## src/hw/rtl/aou_pkg.sv

```systemverilog
// Shared types and constants for the Adam parameter update pipeline.
// No dependencies.
package aou_pkg;

	localparam int DEFAULT_FRACTION_BITS = 24;
	localparam int DECAY_BITS = 24;
	localparam int WORD_BITS = 32;

	localparam logic [31:0] STEP_SIZE_RST = 32'd1678;
	localparam logic [23:0] FIRST_DECAY_RST = 24'd15099494;
	localparam logic [23:0] SECOND_DECAY_RST = 24'd16760438;
	localparam logic [23:0] EPSILON_RST = 24'd1;

	localparam logic [1:0] REG_STEP_SIZE = 2'd0;
	localparam logic [1:0] REG_FIRST_DECAY = 2'd1;
	localparam logic [1:0] REG_SECOND_DECAY = 2'd2;
	localparam logic [1:0] REG_EPSILON = 2'd3;

	typedef struct packed {
		logic signed [31:0] p;
		logic signed [31:0] nm;
		logic [31:0] nv;
		logic neg;
		logic last;
	} side_t;

endpackage

```

## src/hw/rtl/aou_sqrt.sv

```systemverilog
// Pipelined integer square root, one root bit per stage.
// Depends on aou_pkg.
module aou_sqrt import aou_pkg::*; #(
	parameter int RW = 56,
	parameter int PW = 8
) (
	input logic clk,
	input logic arst_n,
	input logic en,
	input logic vin,
	input logic [RW-1:0] rad,
	input logic [PW-1:0] side_in,
	output logic vout,
	output logic [(RW+1)/2-1:0] root,
	output logic [PW-1:0] side_out
);

	localparam int NR = (RW + 1) / 2;
	localparam int RW2 = 2 * NR;
	localparam int RMW = NR + 3;

	logic [RW2-1:0] rad_s [0:NR];
	logic [RMW-1:0] rem_s [0:NR];
	logic [NR-1:0] root_s [0:NR];
	logic [PW-1:0] side_s [0:NR];
	logic vld_s [0:NR];

	always_ff @(posedge clk or negedge arst_n) begin
		if (!arst_n) begin
			vld_s[0] <= 1'b0;
		end else if (en) begin
			vld_s[0] <= vin;
		end
	end

	always_ff @(posedge clk) begin
		if (en) begin
			rad_s[0] <= RW2'(rad);
			rem_s[0] <= '0;
			root_s[0] <= '0;
			side_s[0] <= side_in;
		end
	end

	for (genvar k = 0; k < NR; k++) begin : g_stage
		logic [RMW-1:0] sh;
		logic [RMW-1:0] trial;
		logic fit;

		always_comb begin
			sh = {rem_s[k][RMW-3:0], rad_s[k][RW2-1:RW2-2]};
			trial = RMW'({root_s[k], 2'b01});
			fit = (sh >= trial);
		end

		always_ff @(posedge clk or negedge arst_n) begin
			if (!arst_n) begin
				vld_s[k+1] <= 1'b0;
			end else if (en) begin
				vld_s[k+1] <= vld_s[k];
			end
		end

		always_ff @(posedge clk) begin
			if (en) begin
				rad_s[k+1] <= {rad_s[k][RW2-3:0], 2'b00};
				rem_s[k+1] <= fit ? sh - trial : sh;
				root_s[k+1] <= {root_s[k][NR-2:0], fit};
				side_s[k+1] <= side_s[k];
			end
		end
	end

	assign vout = vld_s[NR];
	assign root = root_s[NR];
	assign side_out = side_s[NR];

endmodule

```

## config.mk

```make
export PLATFORM = sky130hd
export DESIGN_NAME = aou_sqrt
export DESIGN_NICKNAME = d
export VERILOG_FILES = /design/src/hw/rtl/aou_pkg.sv /design/src/hw/rtl/aou_sqrt.sv
export SDC_FILE = /design/constraint.sdc
export NUM_CORES = 2
export LEC_CHECK = 0
export BUFFER_PORTS_ARGS = -buffer_cell sky130_fd_sc_hd__buf_2
export CAP_MARGIN = 40
export CORE_ASPECT_RATIO = 2
export CORE_UTILIZATION = 29
export CTS_CLUSTER_DIAMETER = 50
export DETAILED_ROUTE_END_ITERATION = 8
export PLACE_DENSITY = 0.41
export SLEW_MARGIN = 20
export SYNTH_ARGS = -nofsm -noshare
export SYNTH_HDL_FRONTEND = slang
export SYNTH_SLANG_ARGS = --single-unit
```

## constraint.sdc

```tcl
create_clock -name clk -period 5.7 [get_ports clk]
set_input_delay 0.285 -clock clk [delete_from_list [all_inputs] [get_ports clk]]
set_output_delay 0.285 -clock clk [all_outputs]
set_load 0.05 [all_outputs]
```

## After elaboration in Yosys (flattened, before gate mapping)

Memories as Yosys holds them, arrays and structs flattened.
Index checks and enable logic that the tools add are counted.

| word-level totals | value |
|---|---|
| register bits | 29 |
| RAM bits | 3567 |
| output and inout port bits | 37 |
| memories kept | 4 |
| bits of input ports | 68 |

| operators by class | value |
|---|---|
| order comparisons | 28 |
| muxes and demuxes | 30 |
| add/subtract/negate cells | 28 |

Memories:

| memory | depth | bits a word | read ports | clocked after memory_dff | wr ports | line | source |
|---|---|---|---|---|---|---|---|
| rad_s | 29 | 56 | 28 | 0 | 29 | aou_sqrt.sv:22 | `logic [RW2-1:0] rad_s [0:NR];` |
| rem_s | 29 | 31 | 28 | 0 | 29 | aou_sqrt.sv:23 | `logic [RMW-1:0] rem_s [0:NR];` |
| root_s | 29 | 28 | 29 | 0 | 29 | aou_sqrt.sv:24 | `logic [NR-1:0] root_s [0:NR];` |
| side_s | 29 | 8 | 29 | 0 | 29 | aou_sqrt.sv:25 | `logic [PW-1:0] side_s [0:NR];` |

Operators by type and width:

| operator | count |
|---|---|
| >= comparator 31 x 30 -> 1 bit | 28 |
| 2-to-1 mux 31 bit | 28 |
| subtractor 31 x 30 -> 31 bit | 28 |
| 2-to-1 mux 1 bit | 2 |

## Logic depth before layout (Yosys ltp)

An unclocked memory read counts as a cell.

| logic depth | value |
|---|---|
| word-level depth | 3 |
| gate-level depth with buffers | 13 |

## Least setup slack after synthesis

Ideal clock, no wire load.

| timing path | value |
|---|---|
| kind | reg2reg |
| start | mem rem_s[1][322] in the netlist's numbering |
| end | mem rem_s[1][351] in the netlist's numbering, data pin |
| clock period less this slack | 3255 ps |
| setup slack | 2445 ps |
| library setup time | 260 ps |
| arrival time | 2995 ps |
| data required time | 5440 ps |
| cell stages (with the launch flop) | 13 |
| path through | edfxtp_1 -> ha_1 -> clkbuf_1 -> a21oi_1 -> o21ai_0 -> a21o_1 -> a21o_1 -> o211ai_1 -> a211oi_1 -> a31oi_1 -> buf_2 -> buf_1 -> mux2_2 |

RTL lines:

| element | line |
|---|---|
| from (decl) | aou_sqrt.sv:23 |

==> impl_results.html <==
<table>
<tr><th>Metric</th><th>Value</th></tr>
<tr><th colspan="2">Power</th></tr>
<tr><td>Clock share of power</td><td>34.0%</td></tr>
<tr><td>Total power density per cell area</td><td>404.7 nW/um^2</td></tr>
<tr><td>Part of the power in combinational logic</td><td>19.4%</td></tr>
<tr><td>Static leakage</td><td>42.68 nW</td></tr>
<tr><td>Switching power as a share of total power</td><td>29.08%</td></tr>
<tr><td>Reported net switching power</td><td>0.01354 W</td></tr>
<tr><td>Proportion of power drawn by flip-flops and latches</td><td>46.6%</td></tr>
<tr><td>Maximum vdd ir drop</td><td>0.2714 mV</td></tr>
<tr><td>Int Pwr</td><td>0.03301 W</td></tr>
<tr><th colspan="2">Clock network</th></tr>
<tr><td>Maximum level of the CTS H-tree</td><td>4</td></tr>
<tr><td>TritonCTS clock tree</td><td>done</td></tr>
<tr><td>Latest clock arrival within the worst-skew pair</td><td>0.94 ns</td></tr>
<tr><td>Cts hold-fix bufs</td><td>107</td></tr>
<tr><td>Post-cts resize count</td><td>0</td></tr>
<tr><td>Post-CTS setup repair buffer count</td><td>0</td></tr>
<tr><td>Maximum number of buffers from clock root to sink</td><td>4</td></tr>
<tr><td>Number of clock sinks seen by CTS</td><td>2221</td></tr>
<tr><td>Cell chosen for the clock root</td><td>clkbuf_16</td></tr>
<tr><td>Clock transition time at the flip-flop clock pins of the worst setup and hold paths</td><td>0.06 ns</td></tr>
<tr><td>Number of buffers created by CTS</td><td>232</td></tr>
<tr><th colspan="2">Final layout</th></tr>
<tr><td>Commonest non-fill, non-tap cells in the layout</td><td>2192 x edfxtp_1, 538 x inv_1, 443 x nand2_1, 436 x ha_1, 425 x a21oi_1</td></tr>
<tr><td>Layout area overhead</td><td>16.04%</td></tr>
<tr><td>Final net count</td><td>8213</td></tr>
<tr><td>Fraction of layout instances using a drive strength above 1</td><td>10.28%</td></tr>
<tr><td>Commonest non-fill, non-tap cell in the layout</td><td>edfxtp_1</td></tr>
<tr><td>Count of filler cells inserted in the layout</td><td>33.07k</td></tr>
<tr><td>Util after Layout</td><td>33.82%</td></tr>
<tr><td>Final non-filler cell area</td><td>115000 sq um</td></tr>
<tr><th colspan="2">Floorplan</th></tr>
<tr><td>Placement row count</td><td>303</td></tr>
<tr><td>Initial core utilization</td><td>29.15%</td></tr>
<tr><td>Total I/O pin count</td><td>105</td></tr>
<tr><td>Chip Height</td><td>828.8 um</td></tr>
<tr><td>Overall die area</td><td>344300 sq um</td></tr>
<tr><td>Standard cell core area</td><td>340100 sq um</td></tr>
<tr><td>Floorplan die width</td><td>415.4 um</td></tr>
<tr><th colspan="2">STA</th></tr>
<tr><td>Setup repair after global routing missed its margin</td><td>no</td></tr>
<tr><td>Final count of hold timing violations</td><td>0</td></tr>
<tr><td>Portion of the clock cycle consumed by the worst path in the final layout</td><td>86.07%</td></tr>
<tr><td>Time the worst path needs with I/O delays and setup</td><td>4.906 ns</td></tr>
<tr><td>Slew at the pin closest to its max-slew limit</td><td>1.227 ns</td></tr>
<tr><td>Aggregate negative setup slack</td><td>0 ns</td></tr>
<tr><td>Maximum clock skew at final layout</td><td>0.05640 ns</td></tr>
<tr><td>Relative slew slack</td><td>18.21%</td></tr>
<tr><td>Final-report max-slew violation count</td><td>0</td></tr>
<tr><td>Max frequency</td><td>0.2038 GHz</td></tr>
<tr><td># setup viols final</td><td>0</td></tr>
<tr><td>Least setup slack across all paths after layout</td><td>0.7942 ns</td></tr>
<tr><th colspan="2">Worst setup path</th></tr>
<tr><td>Worst Setup SP</td><td>root_s[3][31]</td></tr>
<tr><td>Type of destination of the critical path</td><td>register</td></tr>
<tr><td>Worst R2R Start</td><td>root_s[3][31]</td></tr>
<tr><td>Data arrival time of the critical path</td><td>5.54 ns</td></tr>
<tr><td>Crit path required time</td><td>6.34 ns</td></tr>
<tr><td>Max FO, Critical Path</td><td>17</td></tr>
<tr><td>Cell type with the highest occurrence count on the critical path</td><td>nor2_1</td></tr>
<tr><td>Startpoint kind of the worst setup timing path</td><td>register</td></tr>
<tr><td>List of cells traversed by the critical path</td><td>inv_1 &gt; ha_1 &gt; and3_1 &gt; a22oi_1 &gt; a211oi_1 &gt; nor3_1 &gt; nor2_1 &gt; a41o_1 &gt; buf_4 &gt; nor2_1 &gt; a21oi_1</td></tr>
<tr><td>Path type of the worst setup path</td><td>register to register</td></tr>
<tr><td>Kind of cell adding the most delay to the critical path</td><td>compound AO/OA/AOI/OAI gates</td></tr>
<tr><td>Number of buffers and inverters on the critical path</td><td>2</td></tr>
<tr><td>Crit-path max cell delay</td><td>0.90 ns</td></tr>
<tr><td>Slowest cell on the critical path</td><td>a22oi_1</td></tr>
<tr><th colspan="2">Logic synthesis</th></tr>
<tr><td>Cell type contributing the most total cell area after synthesis</td><td>edfxtp_1</td></tr>
<tr><td>Yosys warning count</td><td>0</td></tr>
<tr><td>Net count after synthesis</td><td>7764</td></tr>
<tr><td>Netlist Area Pre-Place</td><td>99120 sq um</td></tr>
<tr><td>Async set-or-reset flop fraction in the synthesized netlist</td><td>1.306%</td></tr>
<tr><td>Synth unique cells</td><td>92</td></tr>
<tr><td>Number of synthesized register bits</td><td>2221</td></tr>
<tr><td>Leading post-synthesis cells by cell area</td><td>edfxtp_1 66%, ha_1 5.5%, xnor2_1 3.0%</td></tr>
<tr><td>Avg Inst Size Synth</td><td>13.65 sq um</td></tr>
<tr><td>Synth Flop Type</td><td>edfxtp_1</td></tr>
<tr><td>Share of Yosys cell area claimed by the top area cell type</td><td>66.41%</td></tr>
<tr><td>EDFF count, synth</td><td>2192</td></tr>
<tr><td>Post-Synthesis Cells</td><td>7260</td></tr>
<tr><td>Sequential fraction of the synthesis area</td><td>67.14%</td></tr>
<tr><th colspan="2">Flow run</th></tr>
<tr><td>Number of max-cap violations</td><td>0</td></tr>
<tr><th colspan="2">Global route</th></tr>
<tr><td>Tot GR Track Use</td><td>16.24%</td></tr>
<tr><td>Global Route met1 Usage</td><td>10.70%</td></tr>
<tr><td>Final global-route overflow total</td><td>0</td></tr>
<tr><td>Largest net degree at the start of global routing</td><td>186</td></tr>
<tr><td>Fraction of met2 tracks used by global routing</td><td>36.27%</td></tr>
<tr><td>Antenna violations before repair</td><td>9</td></tr>
<tr><td>Most crowded layer after global routing</td><td>met2</td></tr>
<tr><td>Global-route wire length before repair</td><td>408100 um</td></tr>
<tr><td>Met3 layer usage reported by global route</td><td>1.921%</td></tr>
<tr><td>Number of global-route vias before repair</td><td>63.44k</td></tr>
<tr><th colspan="2">Outcome</th></tr>
<tr><td>Run status</td><td>finished clean</td></tr>
<tr><th colspan="2">Placement</th></tr>
<tr><td>Placer Congestion</td><td>1.022</td></tr>
<tr><td>Post-Place Setup Slack</td><td>0.7839 ns</td></tr>
<tr><td>Placed wire-length estimate</td><td>216200 um</td></tr>
<tr><td>Cell area after placement</td><td>106000 sq um</td></tr>
<tr><td>Port buffer count</td><td>104</td></tr>
<tr><th colspan="2">Detailed routing</th></tr>
<tr><td>First drt pass iteration count</td><td>8</td></tr>
<tr><td>Wirelength, routed</td><td>284900 um</td></tr>
<tr><td>Via density</td><td>4.758</td></tr>
<tr><td>ANT nets after route</td><td>0</td></tr>
<tr><td>Via Count</td><td>58.86k</td></tr>
<tr><td>Wire length per cell after detailed routing</td><td>23.03 um</td></tr>
<tr><td>DRC violations left</td><td>0</td></tr>
<tr><td>Number of design-rule violations left by the first detailed-router iteration</td><td>3013</td></tr>
<tr><th colspan="2">Hold path</th></tr>
<tr><td>Path class of the lowest-slack min-delay path</td><td>input port to register</td></tr>
<tr><td>Launch point of the worst hold path</td><td>rad[35]</td></tr>
</table>
[logic make-up (layout without fill, tap and decap cells)]
| logic type | count (synthesis) | in the layout | synth area share [%] |
|---|---|---|---|
| mux | 134 | 134 | 1.512 |
| fa+ha+maj | 436 | 436 | 5.504 |
| xor+xnor | 607 | 607 | 5.364 |
| simple gates | 1802 | 1802 | 9.176 |
| flops | 2221 | 2221 | 67.14 |
| buf+inv | 688 | 1326 | 2.656 |
| other cells | 1 | 52 | 0.003783 |
| compound gates | 1371 | 1371 | 8.646 |
[power by group through the flow]
stage,Sequential [W],Combinational (W),Clock (W)
after global placement,0.0220,0.00884,0
after CTS,0.0217,0.00906,0.0165
after detailed placement,0.0221,0.00896,0
after global routing,0.0219,0.00976,0.0170
final,0.0217,0.00904,0.0158
after floorplan,0.0214,0.00569,0
[Yosys cell counts (32+ instances only)]
master,number
a21o_1,153
o31ai_1,39
nand3_1,132
clkbuf_1,121
or4_1,51
nor4_1,95
a21oi_1,426
a31oi_1,47
nor2_1,409
mux2_2,126
nand4_1,68
a211oi_1,40
o21ai_0,335
nor3_1,178
xor2_1,265
o21a_1,90
or3_1,73
nand2b_1,89
and3_1,40
xnor2_1,342
nand2_1,444
or2_2,32
o211ai_1,34
nor2b_1,60
edfxtp_1,2192
ha_1,436
inv_1,538
[layout make-up]
| class | instances | area (sq um) | share of cell area (%) |
|---|---|---|---|
| clock buffers | 278 | 6187 | 5.379 |
| repair buffers | 363 | 2948 | 2.563 |
| inverters | 540 | 2029 | 1.764 |
| well taps | 4422 | 5533 | 4.810 |
| diodes | 51 | 127.6 | 0.1110 |
| clock inverters | 145 | 1593 | 1.385 |
| multi-input cells | 4351 | 30050 | 26.13 |
| flip-flops and latches | 2221 | 66550 | 57.86 |
[flip-flops by register name (all words and copies together), names as in the netlist]
signal  count
rad_s     812
rem_s     742
root_s    406
side_s    232
vld_s      28
vout        1
[per-layer routing]
metal | vias up | wire length (um) | part of all wire (%)
met1 | 29029 | 72420 | 25
li1 | 28015 | - | -
met5 | - | 0 | 0
met3 | 711 | 6660 | 2.3
met4 | 0 | 26470 | 9.3
met2 | 1103 | 179400 | 63
[worst register-to-register path, cell delays in order (launching register included)]
cell      delay, ns
edfxtp_1       0.39
inv_1          0.06
ha_1           0.36
and3_1         0.29
a22oi_1        0.90
a211oi_1       0.27
nor3_1         0.67
nor2_1         0.37
a41o_1         0.57
buf_4          0.34
nor2_1         0.34
a21oi_1        0.07
[stage by stage]
step	hold WS [ns]	std cells	power, W
5_1_grt	0.03899	12370	0.04858
4_1_cts	0.002563	12316	0.04728
6_report	0.08376	12371	0.04655
2_1_floorplan	-0.01059	7260	0.02708
3_5_place_dp	0.3560	11786	0.03101
3_3_place_gp	0.3343	11759	0.03089
[final timing paths]
path / endpoint / slack, ns / cells past startpoint
setup / recovery: rem_s[1][329] / 0.79 / 11
hold / removal: rad_s[0][35] / 0.08 / 2
setup reg to reg: rem_s[1][329] / 0.79 / 11
hold reg to reg: side_s[1][27] / 0.38 / 0
max in group asynchronous: vld_s[19] / 5.10 / 4
min in group asynchronous: vld_s[10] / 0.44 / 4
Power figures use the tool's default switching activity.
